`config.mk`:
```
export PLATFORM = sky130hd
export DESIGN_NAME = a52_keystream_generator_core_flat
export DESIGN_NICKNAME = d
export VERILOG_FILES = /design/src/rtl/core/a52_pkg.sv /design/src/rtl/core/a52_req_if.sv /design/src/rtl/core/a52_rsp_if.sv /design/src/rtl/core/a52_ctrl.sv /design/src/rtl/core/a52_dp.sv /design/src/rtl/core/a52_keystream_generator_core.sv /design/src/flat_wrapper.sv
export SDC_FILE = /design/constraint.sdc
export NUM_CORES = 1
export LEC_CHECK = 0
export ABC_AREA = 1
export BUFFER_PORTS_ARGS = -buffer_cell sky130_fd_sc_hd__buf_2
export CAP_MARGIN = 40
export CORE_MARGIN = 3
export CORE_UTILIZATION = 40
export CTS_CLUSTER_DIAMETER = 60
export DETAILED_ROUTE_END_ITERATION = 10
export GPL_ROUTABILITY_DRIVEN = 0
export PLACE_DENSITY_LB_ADDON = 0.1
export SLEW_MARGIN = 40
export SYNTH_ARGS = -nofsm -noshare
export SYNTH_HDL_FRONTEND = slang
export SYNTH_SLANG_ARGS = --single-unit
```
`constraint.sdc`:
```
create_clock -name i_clk -period 5.08 [get_ports i_clk]
set_clock_uncertainty 0.2 [all_clocks]
set_input_delay 0.508 -clock i_clk [delete_from_list [all_inputs] [get_ports i_clk]]
set_output_delay 0.508 -clock i_clk [all_outputs]
set_load 0.01 [all_outputs]
```
`src/rtl/core/a52_pkg.sv`:
```
// Shared types, constants and LFSR helper functions for the A5/2 keystream core
`timescale 1ns / 1ps
`default_nettype none
package a52_pkg;

    // Operation codes carried by a request
    localparam logic OP_SETUP    = 1'b0;
    localparam logic OP_GENERATE = 1'b1;

    // Register geometry
    localparam int unsigned R1_W = 19;
    localparam int unsigned R2_W = 22;
    localparam int unsigned R3_W = 23;
    localparam int unsigned R4_W = 17;

    localparam logic [R1_W-1:0] TAPS_ONE   = 19'h72000;
    localparam logic [R2_W-1:0] TAPS_TWO   = 22'h300000;
    localparam logic [R3_W-1:0] TAPS_THREE = 23'h700080;
    localparam logic [R4_W-1:0] TAPS_CTRL  = 17'h10800;

    // Load phase: key bits first, then frame bits
    localparam int unsigned KEY_BITS   = 64;
    localparam int unsigned FRAME_BITS = 22;
    localparam int unsigned LOAD_STEPS = KEY_BITS + FRAME_BITS;
    localparam int unsigned LOAD_IDX_W = $clog2(LOAD_STEPS);

    // APB register map
    localparam int unsigned APB_ADDR_W = 4;
    localparam int unsigned APB_DATA_W = 64;
    localparam logic        REG_CIPHER_KEY = 1'b0;

    typedef enum logic [1:0] {
        ST_IDLE,
        ST_LOAD,
        ST_MIX,
        ST_DONE
    } t_state;

    // Commands from the controller to the datapath
    typedef struct packed {
        logic                  clear;
        logic                  force_step;
        logic                  last_load;
        logic [LOAD_IDX_W-1:0] bit_idx;
        logic                  maj_step;
        logic                  rsp_gen;
        logic                  rsp_setup;
    } t_dp_cmd;

    // Status from the datapath to the controller
    typedef struct packed {
        logic slot_free;
    } t_dp_sts;

    function automatic logic maj3(input logic a, input logic b, input logic c);
        return (a & b) | (a & c) | (b & c);
    endfunction

    function automatic logic [R1_W-1:0] step_one(input logic [R1_W-1:0] r, input logic frc);
        logic [R1_W-1:0] n;
        n = {r[R1_W-2:0], ^(r & TAPS_ONE)};
        n[15] = n[15] | frc;
        return n;
    endfunction

    function automatic logic [R2_W-1:0] step_two(input logic [R2_W-1:0] r, input logic frc);
        logic [R2_W-1:0] n;
        n = {r[R2_W-2:0], ^(r & TAPS_TWO)};
        n[16] = n[16] | frc;
        return n;
    endfunction

    function automatic logic [R3_W-1:0] step_three(input logic [R3_W-1:0] r,
                                                   input logic frc);
        logic [R3_W-1:0] n;
        n = {r[R3_W-2:0], ^(r & TAPS_THREE)};
        n[18] = n[18] | frc;
        return n;
    endfunction

    function automatic logic [R4_W-1:0] step_ctrl(input logic [R4_W-1:0] r, input logic frc);
        logic [R4_W-1:0] n;
        n = {r[R4_W-2:0], ^(r & TAPS_CTRL)};
        n[10] = n[10] | frc;
        return n;
    endfunction

    // Combine top bits with one majority function per register
    function automatic logic out_fn(input logic [R1_W-1:0] r1, input logic [R2_W-1:0] r2,
                                    input logic [R3_W-1:0] r3);
        return r1[18] ^ r2[21] ^ r3[22]
             ^ maj3(r1[15], ~r1[14], r1[12])
             ^ maj3(~r2[16], r2[13], r2[9])
             ^ maj3(r3[18], r3[16], ~r3[13]);
    endfunction

endpackage
`default_nettype wire

```
`src/rtl/core/a52_req_if.sv`:
```
// Request channel interface: operation and frame number
`timescale 1ns / 1ps
`default_nettype none
interface a52_req_if;
    logic        valid;
    logic        ready;
    logic        operation;
    logic [21:0] frame_number;

    modport source (output valid, output operation, output frame_number, input ready);
    modport sink   (input valid, input operation, input frame_number, output ready);
endinterface
`default_nettype wire

```
`src/rtl/core/a52_rsp_if.sv`:
```
// Response channel interface: keystream bit and setup acknowledge
`timescale 1ns / 1ps
`default_nettype none
interface a52_rsp_if;
    logic valid;
    logic ready;
    logic keystream_bit;
    logic setup_done;

    modport source (output valid, output keystream_bit, output setup_done, input ready);
    modport sink   (input valid, input keystream_bit, input setup_done, output ready);
endinterface
`default_nettype wire

```
`src/rtl/core/a52_ctrl.sv`:
```
// Sequencing controller: request acceptance, load and mix step counting
`timescale 1ns / 1ps
`default_nettype none
module a52_ctrl #(
    parameter int unsigned MIX_CLOCKS = 100
) (
    input  wire                    i_clk,
    input  wire                    i_rst_n,
    a52_req_if.sink                i_req,
    input  wire a52_pkg::t_dp_sts  i_sts,
    output a52_pkg::t_dp_cmd       o_cmd
);

    localparam int unsigned SPAN  = (MIX_CLOCKS > a52_pkg::LOAD_STEPS) ?
                                    MIX_CLOCKS : a52_pkg::LOAD_STEPS;
    localparam int unsigned CNT_W = $clog2(SPAN);
    localparam logic [CNT_W-1:0] LOAD_LAST = CNT_W'(a52_pkg::LOAD_STEPS - 1);
    localparam logic [CNT_W-1:0] MIX_LAST  = CNT_W'(MIX_CLOCKS - 1);

    a52_pkg::t_state  r_state, n_state;
    logic [CNT_W-1:0] r_cnt, n_cnt;

    // State and step counter
    always_ff @(posedge i_clk) begin
        if (!i_rst_n) begin
            r_state <= a52_pkg::ST_IDLE;
            r_cnt   <= '0;
        end else begin
            r_state <= n_state;
            r_cnt   <= n_cnt;
        end
    end

    // Next state and datapath commands
    always_comb begin
        n_state     = r_state;
        n_cnt       = r_cnt;
        o_cmd       = '0;
        i_req.ready = 1'b0;
        case (r_state)
            a52_pkg::ST_IDLE: begin
                i_req.ready = i_sts.slot_free;
                if (i_req.valid && i_sts.slot_free) begin
                    if (i_req.operation == a52_pkg::OP_GENERATE) begin
                        o_cmd.maj_step = 1'b1;
                        o_cmd.rsp_gen  = 1'b1;
                    end else begin
                        o_cmd.clear = 1'b1;
                        n_cnt       = '0;
                        n_state     = a52_pkg::ST_LOAD;
                    end
                end
            end
            a52_pkg::ST_LOAD: begin
                // Clock all registers and fold in one key or frame bit
                o_cmd.force_step = 1'b1;
                o_cmd.bit_idx    = r_cnt[a52_pkg::LOAD_IDX_W-1:0];
                o_cmd.last_load  = (r_cnt == LOAD_LAST);
                if (r_cnt == LOAD_LAST) begin
                    n_cnt   = '0;
                    n_state = a52_pkg::ST_MIX;
                end else begin
                    n_cnt = r_cnt + 1'b1;
                end
            end
            a52_pkg::ST_MIX: begin
                o_cmd.maj_step = 1'b1;
                if (r_cnt == MIX_LAST) begin
                    n_state = a52_pkg::ST_DONE;
                end else begin
                    n_cnt = r_cnt + 1'b1;
                end
            end
            a52_pkg::ST_DONE: begin
                // Hold until the response slot frees, then acknowledge setup
                if (i_sts.slot_free) begin
                    o_cmd.rsp_setup = 1'b1;
                    n_state         = a52_pkg::ST_IDLE;
                end
            end
            default: begin
                n_state = a52_pkg::ST_IDLE;
            end
        endcase
    end

endmodule
`default_nettype wire

```
`src/rtl/core/a52_dp.sv`:
```
// Datapath: the four LFSRs, output delay bit and response register
`timescale 1ns / 1ps
`default_nettype none
module a52_dp (
    input  wire                                 i_clk,
    input  wire                                 i_rst_n,
    input  wire a52_pkg::t_dp_cmd               i_cmd,
    input  wire [a52_pkg::KEY_BITS-1:0]         i_cipher_key,
    input  wire [a52_pkg::FRAME_BITS-1:0]       i_frame_number,
    output a52_pkg::t_dp_sts                    o_sts,
    a52_rsp_if.source                           o_rsp
);

    logic [a52_pkg::R1_W-1:0]       r_r1, n_r1;
    logic [a52_pkg::R2_W-1:0]       r_r2, n_r2;
    logic [a52_pkg::R3_W-1:0]       r_r3, n_r3;
    logic [a52_pkg::R4_W-1:0]       r_r4, n_r4;
    logic                           r_delay, n_delay;
    logic [a52_pkg::FRAME_BITS-1:0] r_frame;
    logic                           r_rsp_valid, n_rsp_valid;
    logic                           r_rsp_bit, r_rsp_done;

    logic maj, en1, en2, en3, in_bit, any_step;

    // Majority clock control from R4
    assign maj      = a52_pkg::maj3(r_r4[10], r_r4[3], r_r4[7]);
    assign en1      = i_cmd.force_step | (r_r4[10] == maj);
    assign en2      = i_cmd.force_step | (r_r4[3] == maj);
    assign en3      = i_cmd.force_step | (r_r4[7] == maj);
    assign any_step = i_cmd.force_step | i_cmd.maj_step;

    // Pick the key bit, then the frame bits once the key is in
    assign in_bit = i_cmd.bit_idx[a52_pkg::LOAD_IDX_W-1] ? r_frame[i_cmd.bit_idx[4:0]]
                                                         : i_cipher_key[i_cmd.bit_idx[5:0]];

    always_comb begin
        n_r1    = r_r1;
        n_r2    = r_r2;
        n_r3    = r_r3;
        n_r4    = r_r4;
        n_delay = r_delay;
        if (i_cmd.clear) begin
            n_r1 = '0;
            n_r2 = '0;
            n_r3 = '0;
            n_r4 = '0;
        end else if (any_step) begin
            if (en1) n_r1 = a52_pkg::step_one(r_r1, i_cmd.last_load);
            if (en2) n_r2 = a52_pkg::step_two(r_r2, i_cmd.last_load);
            if (en3) n_r3 = a52_pkg::step_three(r_r3, i_cmd.last_load);
            n_r4 = a52_pkg::step_ctrl(r_r4, i_cmd.last_load);
            if (i_cmd.force_step) begin
                n_r1[0] = n_r1[0] ^ in_bit;
                n_r2[0] = n_r2[0] ^ in_bit;
                n_r3[0] = n_r3[0] ^ in_bit;
                n_r4[0] = n_r4[0] ^ in_bit;
            end else begin
                // Refresh the delay bit from the stepped registers
                n_delay = a52_pkg::out_fn(n_r1, n_r2, n_r3);
            end
        end
    end

    // Response slot: load on a new result, drop once taken
    always_comb begin
        n_rsp_valid = r_rsp_valid;
        if (i_cmd.rsp_gen || i_cmd.rsp_setup) begin
            n_rsp_valid = 1'b1;
        end else if (o_rsp.ready) begin
            n_rsp_valid = 1'b0;
        end
    end

    always_ff @(posedge i_clk) begin
        if (!i_rst_n) begin
            r_r1        <= '0;
            r_r2        <= '0;
            r_r3        <= '0;
            r_r4        <= '0;
            r_delay     <= 1'b0;
            r_rsp_valid <= 1'b0;
        end else begin
            r_r1        <= n_r1;
            r_r2        <= n_r2;
            r_r3        <= n_r3;
            r_r4        <= n_r4;
            r_delay     <= n_delay;
            r_rsp_valid <= n_rsp_valid;
        end
    end

    // Payload registers
    always_ff @(posedge i_clk) begin
        if (i_cmd.clear) begin
            r_frame <= i_frame_number;
        end
        if (i_cmd.rsp_gen || i_cmd.rsp_setup) begin
            r_rsp_bit  <= i_cmd.rsp_gen & r_delay;
            r_rsp_done <= i_cmd.rsp_setup;
        end
    end

    assign o_sts.slot_free    = ~r_rsp_valid | o_rsp.ready;
    assign o_rsp.valid        = r_rsp_valid;
    assign o_rsp.keystream_bit = r_rsp_bit;
    assign o_rsp.setup_done   = r_rsp_done;

endmodule
`default_nettype wire

```
`src/rtl/core/a52_keystream_generator_core.sv`:
```
// Top level of the A5/2 keystream core: APB key register, controller and datapath
//
//   Channel   Dir  Handshake              Contents
//   i_req     in   valid/ready            operation, frame_number
//   o_rsp     out  valid/ready            keystream_bit, setup_done
//   APB       in   psel/penable/pwrite    cipher_key at byte address 0
//
// A generate request does one majority clock of the LFSRs, and the delayed
// bit goes to the response register; requests may follow every cycle while
// the response slot is free. A setup request clears the LFSRs, loads the key
// and frame bits, mixes, then acknowledges once the response slot is free.
// Reset is synchronous, active low, and zeroes the LFSRs, delay bit and key.
// A stalled response holds its register; a new request is taken when it leaves.
`timescale 1ns / 1ps
`default_nettype none
module a52_keystream_generator_core #(
    parameter int unsigned MIX_CLOCKS = 100
) (
    input  wire                              i_clk,
    input  wire                              i_rst_n,
    a52_req_if.sink                          i_req,
    a52_rsp_if.source                        o_rsp,
    input  wire                              psel,
    input  wire                              penable,
    input  wire                              pwrite,
    input  wire [a52_pkg::APB_ADDR_W-1:0]    paddr,
    input  wire [a52_pkg::APB_DATA_W-1:0]    pwdata,
    output logic [a52_pkg::APB_DATA_W-1:0]   prdata,
    output logic                             pready
);

    logic [a52_pkg::KEY_BITS-1:0] r_cipher_key;
    logic                         key_wr, key_sel;
    a52_pkg::t_dp_cmd             cmd;
    a52_pkg::t_dp_sts             sts;

    // Key register write on the APB access cycle
    assign key_sel = (paddr[a52_pkg::APB_ADDR_W-1] == a52_pkg::REG_CIPHER_KEY);
    assign key_wr  = psel & penable & pwrite & key_sel;
    assign pready  = 1'b1;
    assign prdata  = key_sel ? r_cipher_key : '0;

    always_ff @(posedge i_clk) begin
        if (!i_rst_n) begin
            r_cipher_key <= '0;
        end else if (key_wr) begin
            r_cipher_key <= pwdata;
        end
    end

    a52_ctrl #(
        .MIX_CLOCKS (MIX_CLOCKS)
    ) u_ctrl (
        .i_clk   (i_clk),
        .i_rst_n (i_rst_n),
        .i_req   (i_req),
        .i_sts   (sts),
        .o_cmd   (cmd)
    );

    a52_dp u_dp (
        .i_clk          (i_clk),
        .i_rst_n        (i_rst_n),
        .i_cmd          (cmd),
        .i_cipher_key   (r_cipher_key),
        .i_frame_number (i_req.frame_number),
        .o_sts          (sts),
        .o_rsp          (o_rsp)
    );

`ifndef SYNTH
    // A setup request blocks further requests on the next cycle
    a_setup_busy: assert property (@(posedge i_clk) disable iff (!i_rst_n)
        (i_req.valid && i_req.ready && i_req.operation == a52_pkg::OP_SETUP)
        |=> !i_req.ready)
        else $error("request taken during setup");

    // A generate request yields a keystream response on the next cycle
    a_gen_rsp: assert property (@(posedge i_clk) disable iff (!i_rst_n)
        (i_req.valid && i_req.ready && i_req.operation == a52_pkg::OP_GENERATE)
        |=> (o_rsp.valid && !o_rsp.setup_done))
        else $error("generate request without response");

    // A request is only taken when the response slot can receive its result
    a_slot_free: assert property (@(posedge i_clk) disable iff (!i_rst_n)
        i_req.ready |-> (!o_rsp.valid || o_rsp.ready))
        else $error("request taken with response slot full");
`endif

endmodule
`default_nettype wire

```
`src/flat_wrapper.sv`:
```
// flat-port wrapper written by rule: the top's interface ports become plain ports
module a52_keystream_generator_core_flat 
#(
    parameter int unsigned MIX_CLOCKS = 100
)
  (i_clk, i_rst_n, psel, penable, pwrite, paddr, pwdata, prdata, pready, i_req_valid, i_req_operation, i_req_frame_number, i_req_ready, o_rsp_valid, o_rsp_keystream_bit, o_rsp_setup_done, o_rsp_ready);
  a52_req_if i_req_i ();
  a52_rsp_if o_rsp_i ();
  input  wire i_clk;
  input  wire i_rst_n;
  input  wire psel;
  input  wire penable;
  input  wire pwrite;
  input  wire [a52_pkg::APB_ADDR_W-1:0] paddr;
  input  wire [a52_pkg::APB_DATA_W-1:0] pwdata;
  output logic [a52_pkg::APB_DATA_W-1:0] prdata;
  output logic pready;
  input wire logic [$bits(i_req_i.valid)-1:0] i_req_valid;
  input wire logic [$bits(i_req_i.operation)-1:0] i_req_operation;
  input wire logic [$bits(i_req_i.frame_number)-1:0] i_req_frame_number;
  output wire logic [$bits(i_req_i.ready)-1:0] i_req_ready;
  output wire logic [$bits(o_rsp_i.valid)-1:0] o_rsp_valid;
  output wire logic [$bits(o_rsp_i.keystream_bit)-1:0] o_rsp_keystream_bit;
  output wire logic [$bits(o_rsp_i.setup_done)-1:0] o_rsp_setup_done;
  input wire logic [$bits(o_rsp_i.ready)-1:0] o_rsp_ready;
  assign i_req_i.valid = i_req_valid;
  assign i_req_i.operation = i_req_operation;
  assign i_req_i.frame_number = i_req_frame_number;
  assign i_req_ready = i_req_i.ready;
  assign o_rsp_valid = o_rsp_i.valid;
  assign o_rsp_keystream_bit = o_rsp_i.keystream_bit;
  assign o_rsp_setup_done = o_rsp_i.setup_done;
  assign o_rsp_i.ready = o_rsp_ready;
  a52_keystream_generator_core #(.MIX_CLOCKS(MIX_CLOCKS)) u_core (.i_clk(i_clk), .i_rst_n(i_rst_n), .i_req(i_req_i), .o_rsp(o_rsp_i), .psel(psel), .penable(penable), .pwrite(pwrite), .paddr(paddr), .pwdata(pwdata), .prdata(prdata), .pready(pready));
endmodule
```
-- After elaboration in Yosys (flattened, before gate mapping)
Cells that the tools add are included.
- register bits after elaboration: 180
- bits of input ports: 98
- output and inout bits: 69
- add/sub/neg operators: 1
- order comparisons: 2
- equality and inequality tests: 17
- mux-type cells: 43
- bitwise operators: 50
- reduce and logical (&&, ||, !) cells: 16
- operator list (kind ; count):
    2-to-1 mux 23 bit ; 3
    2-to-1 mux 22 bit ; 3
    2-to-1 mux 64 bit ; 1
    2-to-1 mux 19 bit ; 3
    2-to-1 mux 7 bit ; 4
    XOR reduction 23 bit ; 1
    XOR reduction 22 bit ; 1
    case mux 7 bit (3 select lines) ; 1
    XOR reduction 19 bit ; 1
    OR 1 bit ; 17
    XOR reduction 17 bit ; 1
    bitwise AND 1 bit ; 16
    2-to-1 mux 1 bit ; 16
    == test 7 bit, second input constant ; 2
    2-to-1 mux 2 bit ; 7
    inequality test 2 bit, second input constant ; 6
    2-to-1 mux 9 bit ; 1
    inequality test 3 x 2 -> 1 bit, second input constant ; 3
    bitwise XOR 1 bit ; 9
    inverter 1 bit ; 8
    case mux 2 bit (4 select lines) ; 1
    adder 7 x 1 -> 7 bit, second input constant ; 1
    < comparator 6 x 7 -> 1 bit, second input constant ; 1
    binary-select mux 1 bit (select 6 bit) ; 1
    16 further kinds ; 21

-- Longest topological paths before layout
Gate-level depths: netlist of the first run.
- depth after elaboration: 15
- depth in mapped cells: 19
- depth with buffers taken out: 18

-- By module
Synthesis of the first run repeated with hierarchy kept, for this count alone.
- cells, all modules: 1430
- area total of the unflattened synthesis: 9421.5 um^2
- modules (own cells, without submodules) (module ; instances ; cells each ; area each (um^2) ; seq. area each (um^2)):
    a52_dp ; 1 ; 745 ; 5305.1 ; 2382.3
    a52_keystream_generator_core ; 1 ; 553 ; 3337.0 ; 1281.2
    a52_ctrl ; 1 ; 132 ; 779.5 ; 180.2

-- Worst setup path before layout of the first run
OpenSTA, ideal clock, no wires.
- kind: reg-to-reg
- start: reg u_core.u_ctrl.r_state[0]
- end: reg u_core.u_dp.r_r3[10] (netlist bit)
- library setup time: 0.128 ns
- arrival time: 2.674 ns
- slack: 2.079 ns
- cell stages (with the launch flop): 10
- path buffers: 2
- cells stage by stage: dfxtp_1 -> inv_1 -> ha_1 -> inv_1 -> nor2_1 -> nor2_1 -> inv_1 -> buf_2 -> clkbuf_1 -> nor2_1
- RTL lines (item ; line ; RTL):
    from (decl) ; a52_ctrl.sv:20 ; a52_pkg::t_state r_state, n_state;
    from (signal assigned) ; a52_ctrl.sv:26 ; r_state <= a52_pkg::ST_IDLE;
    from (signal assigned) ; a52_ctrl.sv:29 ; r_state <= n_state;
    to (signal assigned) ; a52_dp.sv:85 ; r_r3 <= n_r3;
    to (decl) ; a52_dp.sv:16 ; logic [a52_pkg::R3_W-1:0] r_r3, n_r3;

-- Worst setup path after layout of the first run
- start: reg u_core.u_ctrl.r_state[1]
- end: reg u_core.u_dp.r_r4[0] (netlist bit)
- word-level cells in the longest chain between the ends: 7
- elaborated cells between the ends (all ways): 15
- classes of those cells: 2 x eq/ne; 9 x mux; 2 x bitwise; 2 x reduce/logical
- ends and longest elaborated chain (item ; line ; RTL):
    == test 2 x 1 -> 1 bit ; a52_ctrl.sv:40 ; case (r_state)
    2-to-1 mux 9 bit ; a52_ctrl.sv:40 ;
    binary-select mux 1 bit (select 6 bit) or binary-select mux 1 bit (select 5 bit) (tied branches) ; a52_dp.sv:34, a52_dp.sv:33 ;
    2-to-1 mux 1 bit, on equally long branches ; a52_dp.sv:34, a52_dp.sv:33 ;
    2-to-1 mux 1 bit ; a52_dp.sv:33 ; assign in_bit = i_cmd.bit_idx[a52_pkg::LOAD_IDX_W-1] ? r_frame[i_cmd.bit_idx[4:0]]
    bitwise XOR 1 bit ; a52_dp.sv:56 ; n_r4[0] = n_r4[0] ^ in_bit;
    2-to-1 mux 1 bit ; a52_dp.sv:52 ; if (i_cmd.force_step) begin
    to (signal assigned) ; a52_dp.sv:86 ; r_r4 <= n_r4;
    to (decl) ; a52_dp.sv:17 ; logic [a52_pkg::R4_W-1:0] r_r4, n_r4;
Parallel ways exist; a longest one is shown, timed or not. The select of a mux whose other input is x is not followed.
A chain may end at the register's enable or synchronous reset.

==> metrics.md, run 1 <==
| Metric | Value |
|---|---|
| CTS sink cnt | `180` |
| Final critical-path share of the clock period | `0.684` |
| Syn Inst Count | `1,161` |
| Post-Syn Nets | `1,266` |
| Detailed Place HPWL | `14,400 um` |
| Ports | `167` |
| Tmin final | `3.48 ns` |
| Largest stage delay on the critical path | `0.61 ns` |
| Die span in x | `150 um` |
| Hold Slack | `0.0511 ns` |
| DR WL/cell | `13.7 um` |
| Busiest grt layer | `met2` |
| Synth cell types | `36` |
| Filler Cells Inserted | `2,143` |
| Grt met2 use | `0.324` |
| Starting Density | `0.410` |
| Number of global-route vias before repair | `7,115` |
| FF-to-FF setup slack | `1.60 ns` |
| Cts repair resizes | `0` |
| Layout area overhead | `19.2%` |
| Most used cell, CP | `nand2_1` |
| Vias/cell | `4.93` |
| Post-CTS Setup Inserts | `0` |
| CTS clock-pin slew for the worst setup and hold paths | `0.07 ns` |
| Ant diodes | `0` |
| Leak | `4.13 nW` |
| Final instance area | `9910 um2` |
| Number of max-slew violations in the final report | `0` |
| Setup TNS | `0 ns` |
| Primary FF master, synth | `dfxtp_1` |
| H-tree levels | `4` |
| Largest area contributor in the netlist | `dfxtp_1` |
| GRT overflow | `0` |
| CTS Hold Bufs | `0` |
| Die ar. | `22,600 um2` |
| Total track usage | `0.188` |
| CP cell instances | `inv_1 > ha_1 > nand2_1 > inv_1 > nand3_1 > nand3_1 > nand3_1 > nand2_1 > nand2_1 > nand2_1 > inv_1 > nand2_1 > nand2_2 > nand3_1 > nand2_1 > nor2_1 > nor2_1` |
| RSZ-0062 raised after global routing | `false` |
| CTS tree | `built` |
| Residual DRC | `0` |
| Final ANT Viol Nets | `0` |
| Sequential area share after synthesis | `0.462` |
| Yosys top cell area share | `0.376` |
| Cell area after synthesis | `8310 um2` |
| Share of post-route cells with drive strength above 1 | `0.172` |
| Initial DRC count | `371` |
| CP Buf/Inv Count | `3` |
| Required time of the critical path | `5.20 ns` |
| Critical path's top delay family | `simple AND/OR/NAND/NOR gates` |
| Vias | `7,741` |
| VDD IR max | `0.284 mV` |
| CTS Root Cell | `clkbuf_16` |
| Buffers on Ports | `162` |
| Number of max-cap violations | `0` |
| Worst-margin pin slew | `0.694 ns` |
| Area after DPL | `9280 um2` |
| Hold violation count in the final report | `0` |
| Relative slew slack | `0.537` |
| DR pass1 iterations | `5` |
| Slowest CP cell | `inv_1` |
| Min-Delay Path Class | `in2reg` |
| Met1 usage | `0.236` |
| Die Span Y | `150 um` |
| Worst-Skew Late Latency | `0.43 ns` |
| Clk buf depth | `2` |
| Synth async-reset ratio | `0` |
| Num rows | `52` |
| Status | `finished, final reports clean` |
| Setup crit end kind | `register` |
| Critical path launch point type | `register` |
| Synthesis Warnings | `0` |
| CTS buffer count | `17` |
| Synth area leaders | `dfxtp_1 (38%), nand2_1 (8.8%), nand3_1 (8.7%)` |
| Arrival time at the worst endpoint | `3.60 ns` |
| Setup Viol. Count Final | `0` |
| Post-synthesis register bit count | `180` |
| Antenna violations before repair | `1` |
| CP Max Fanout | `15` |
| First-pass GRT wire length | `34,400 um` |
| Fmax | `288 MHz` |
| Power Dens Cells | `430 nW/um2` |
| Final wirelength | `21,400 um` |
| Fin nets | `1,393` |
| Crit path kind | `reg2reg` |
| CORE AREA | `20,300 um2` |
| Largest net degree at the start of global routing | `85` |
| Number of flops mapped to enable cells by yosys | `24` |
| GR Util met3 | `0.0430` |
| Syn Area/Cell | `7.16 um2` |
[cells in the mapped netlist (all sizes together), types with 7 or more instances]
master  instances
a21oi         132
buf            35
clkbuf         37
dfxtp         156
edfxtp         24
ha              7
inv           155
nand2         197
nand3         146
nor2          117
o21ai         107
o22ai          18
xnor2           7
[flip-flops by register name, summed over array words and instances (netlist names)]
| register | count |
|---|---|
| u_core.r_cipher_key | 64 |
| u_core.u_dp.r_r3 | 23 |
| u_core.u_dp.r_frame | 22 |
| u_core.u_dp.r_r2 | 22 |
| u_core.u_dp.r_r1 | 19 |
| u_core.u_dp.r_r4 | 17 |
| u_core.u_ctrl.r_cnt | 7 |
| u_core.u_ctrl.r_state | 2 |
| u_core.u_dp.o_rsp.keystream_bit | 1 |
| u_core.u_dp.o_rsp.setup_done | 1 |
| u_core.u_dp.o_rsp.valid | 1 |
| u_core.u_dp.r_delay | 1 |
[final cells by class]
| class | count | area, um2 | area share |
|---|---|---|---|
| Clock inverter | 11 | 134 | 0.0135 |
| Inverter | 155 | 589 | 0.0595 |
| Timing Repair Buffer | 180 | 946 | 0.0955 |
| Sequential cell | 180 | 3840 | 0.388 |
| Multi-Input combinational cell | 754 | 3560 | 0.360 |
| Tap cell | 270 | 338 | 0.0341 |
| Clock buffer | 21 | 493 | 0.0498 |
[worst paths after layout]
check	startpoint	endpoint	cells after the start
hold / removal	i_req_frame_number[2]	u_core.u_dp.r_frame[2]	1
setup reg to reg	u_core.u_ctrl.r_state[1]	u_core.u_dp.r_r4[0]	17
setup / recovery	u_core.u_ctrl.r_state[1]	u_core.u_dp.r_r4[0]	17
hold reg to reg	u_core.u_dp.r_r1[12]	u_core.u_dp.r_r1[13]	2
[cell usage in the layout, fill, tap and decap left out, types with 4 or more instances in the layout]
master     instances
nand2_1          194
buf_2            162
dfxtp_1          156
inv_1            151
nand3_1          145
a21oi_1          131
nor2_1           115
o21ai_0           97
edfxtp_1          24
clkbuf_16         19
o22ai_1           18
buf_4             18
o21ai_1            9
xnor2_1            7
ha_1               7
a211oi_1           5
clkinv_4           4
nor3_1             4
[routing by layer]
| layer | up-vias | wire length (um) | share of wire |
|---|---|---|---|
| met2 | 147 | 10300 | 0.48 |
| met5 | - | 13 | 0.00061 |
| met3 | 26 | 1070 | 0.050 |
| met1 | 3544 | 9680 | 0.45 |
| li1 | 4022 | - | - |
| met4 | 2 | 343 | 0.016 |
[where the power goes]
group          internal [W]  switching (W)  leakage, nW
clock network      0.000807       0.000581        0.311
registers           0.00161      0.0000873         1.49
logic              0.000356       0.000824         2.33
total               0.00277        0.00149         4.13
[stage by stage]
step / utilization / std cells / total power, W / setup slack (ns)
global placement: 0.457 / 1539 / 0.00290 / 1.68
global route: 0.488 / 1571 / 0.00454 / 1.26
floorplan: - / 1161 / 0.00261 / 2.08
CTS: 0.488 / 1571 / 0.00430 / 1.58
finish: 0.488 / 1571 / 0.00426 / 1.60
detailed placement: 0.457 / 1539 / 0.00291 / 1.62
[cells by family (layout without fill, tap and decap cells)]
logic type / count (synthesis) / count (layout) / synth area share
AO/OA/AOI/OAI: 267 / 267 / 0.168
XOR/XNOR: 9 / 9 / 0.00948
adder cells (fa/ha/maj): 7 / 7 / 0.0105
buffers and inverters: 227 / 367 / 0.110
flip-flops: 180 / 180 / 0.462
other: 1 / 1 / 0.000451
AND/OR/NAND/NOR: 470 / 470 / 0.240
Power figures use the tool's default switching activity.
==> run 2, diff against run 1 <==
Clock period 5.08 ns to 3.4 ns, I/O delays scaled along.
==> metrics.md, run 2 (synthesis results as in run 1) <==
| Metric | Value |
|---|---|
| Setup TNS | `0 ns (unchanged)` |
| Clk buf depth | `2 (unchanged)` |
| Relative slew slack | `0.535 (-0.00232)` |
| Power Internal | `0.00405 W (+46%)` |
| Num rows | `52 (unchanged)` |
| Clk pwr share | `0.312 (-0.014)` |
| CTS Root Cell | `clkbuf_16` |
| CTS sink cnt | `180 (unchanged)` |
| Setup crit end kind | `register` |
| Logic pwr share | `0.290 (+0.013)` |
| Die Span Y | `150 um (unchanged)` |
| Final critical-path share of the clock period | `0.830 (+0.145)` |
| Power Dens Cells | `599 nW/um2 (+39%)` |
| DR WL/cell | `13.5 um (-1.0%)` |
| Die ar. | `22,600 um2 (unchanged)` |
| Reg-to-reg startpoint | `u_core.u_ctrl.r_state[1]` |
| Largest regs | `u_core.r_cipher_key x64, u_core.u_dp.r_r3 x23` |
| Top reg by flops | `u_core.r_cipher_key` |
| Total track usage | `0.198 (+0.00985)` |
| Fmax | `354 MHz (+23%)` |
| Largest net degree at the start of global routing | `70 (-18%)` |
| Hold violation count in the final report | `0 (unchanged)` |
| Number of max-slew violations in the final report | `0 (unchanged)` |
| CP Max Fanout | `14 (-1)` |
| Share of post-route cells with drive strength above 1 | `0.168 (-0.00466)` |
| Initial DRC count | `535 (+44%)` |
| Leak | `4.41 nW (+6.9%)` |
| Arrival time at the worst endpoint | `2.95 ns (-0.65 ns)` |
| Status | `finished, final reports clean` |
| First-pass GRT wire length | `36,200 um (+5.3%)` |
| CTS clock-pin slew for the worst setup and hold paths | `0.07 ns (about the same)` |
| Final ANT Viol Nets | `0 (unchanged)` |
| Antenna violations before repair | `0 (-1)` |
| RSZ-0062 raised after global routing | `false` |
| CTS tree | `built` |
| GRT overflow | `0 (unchanged)` |
| Vias/cell | `4.90 (-0.57%)` |
| CORE AREA | `20,300 um2 (unchanged)` |
| Area after DPL | `9340 um2 (+0.63%)` |
| Max reg flops | `64 (unchanged)` |
| Number of global-route vias before repair | `7,483 (+5.2%)` |
| Critical path launch point type | `register` |
| Critical path startpoint | `u_core.u_ctrl.r_state[1]` |
| Starting Density | `0.410 (unchanged)` |
| Grt met2 use | `0.346 (+0.0225)` |
| Post-CTS Setup Inserts | `0 (unchanged)` |
| Worst-Skew Late Latency | `0.44 ns (about the same)` |
| Final wirelength | `22,200 um (+3.5%)` |
| Busiest grt layer | `met2` |
| Final instance area | `10,600 um2 (+7.0%)` |
| Seq pwr share | `0.398 (about the same)` |
| Crit path kind | `reg2reg` |
| Sw Pwr | `0.00231 W (+55%)` |
| Worst-margin pin slew | `0.698 ns (+0.00348 ns)` |
| Sw Ratio | `0.364 (+0.0134)` |
| Hold Startpoint | `pwdata[61]` |
| H-tree levels | `4 (unchanged)` |
| Fin nets | `1,465 (+5.2%)` |
| Residual DRC | `0 (unchanged)` |
| Die span in x | `150 um (unchanged)` |
| Ports | `167 (unchanged)` |
| Number of max-cap violations | `0 (unchanged)` |
| Cts repair resizes | `0 (unchanged)` |
| Buffers on Ports | `162 (unchanged)` |
| Vias | `8,050 (+4.0%)` |
| Min-Delay Path Class | `in2reg` |
| CTS buffer count | `17 (unchanged)` |
| GR Util met3 | `0.0400 (-0.00301)` |
| VDD IR max | `0.363 mV (+28%)` |
| Layout area overhead | `27.5%` |
| CTS Hold Bufs | `67 (+67)` |
| Ant diodes | `0 (unchanged)` |
| DR pass1 iterations | `7 (+2)` |
| Setup Viol. Count Final | `0 (unchanged)` |
| Met1 usage | `0.247 (+0.0116)` |
| Detailed Place HPWL | `14,500 um (+1.1%)` |
| Tmin final | `2.82 ns (-0.655 ns)` |
| Filler Cells Inserted | `2,006 (-6.4%)` |
| Commonest non-fill, non-tap cell in the layout | `nand2_1` |
| Most frequent cells in the layout | `nand2_1 (194), buf_2 (162), dfxtp_1 (156), inv_1 (151), nand3_1 (145)` |
| Required time of the critical path | `3.53 ns (-1.67 ns)` |
==> run 2: changes by cell type in the layout (fill, tap and decap cells not counted), sizes merged <==
| cell | delta |
|---|---|
| dlygate4sd3 | +67 |
| clkinvlp | +3 |
| clkbuf | -4 |
| buf | +5 |
| clkinv | -1 |
| bufinv | -1 |
| inv | +3 |
==> run 2: worst max-delay path: stages, from the launching register on <==
cell     delay [ns]
dfxtp_1        0.35
inv_1          0.11
ha_1           0.21
buf_4          0.24
nand2_1        0.10
inv_1          0.43
nand3_1        0.14
nand3_1        0.13
nand3_1        0.10
nand2_1        0.09
nand2_1        0.05
nand2_1        0.05
inv_1          0.03
nand2_1        0.08
nand2_2        0.13
nand3_1        0.10
nand2_1        0.05
nor2_1         0.10
nor2_1         0.04
==> run 2: routing by layer <==
metal  part of all wire  wire length (um)
met5                  0                 0
met2               0.49             10800
met1               0.45             10000
met4              0.014               310
met3              0.048              1070
==> run 2: power groups by stage <==
| stage | combinational (W) | clock, W | sequential [W] |
|---|---|---|---|
| 2_1_floorplan | 0.00134 | 0 | 0.00255 |
| 3_3_place_gp | 0.00179 | 0 | 0.00258 |
| 3_5_place_dp | 0.00180 | 0 | 0.00258 |
| 4_1_cts | 0.00186 | 0.00203 | 0.00253 |
| 5_1_grt | 0.00210 | 0.00211 | 0.00256 |
| 6_report | 0.00184 | 0.00198 | 0.00253 |
==> run 2: final cells by class <==
cell class | instances | area, um2 | area share
Sequential cell | 180 | 3840 | 0.363
Clock buffer | 17 | 425 | 0.0401
Inverter | 155 | 586 | 0.0552
Tap cell | 270 | 338 | 0.0319
Clock inverter | 15 | 166 | 0.0157
Timing Repair Buffer | 252 | 1680 | 0.158
Multi-Input combinational cell | 754 | 3560 | 0.336
==> run 2: per-stage QoR <==
step	instances	hold WS (ns)	setup WS (ns)	power, W	util
finish	1643	0.0105	0.579	0.00636	0.522
global route	1643	0.00762	0.269	0.00676	0.522
CTS	1643	0.00132	0.536	0.00642	0.522
detailed placement	1544	0.248	0.547	0.00437	0.460
global placement	1544	0.245	0.585	0.00436	0.460
floorplan	1161	0.237	0.399	0.00389	-
==> run 2: worst paths after layout <==
kind	to	slack [ns]	depth (start not counted)
worst max-delay path	u_core.u_dp.r_r1[0]	0.58	18
worst min-delay path	u_core.r_cipher_key[61]	0.01	3
worst max register to register	u_core.u_dp.r_r1[0]	0.58	18
worst min register to register	u_core.u_dp.r_r4[1]	0.26	2
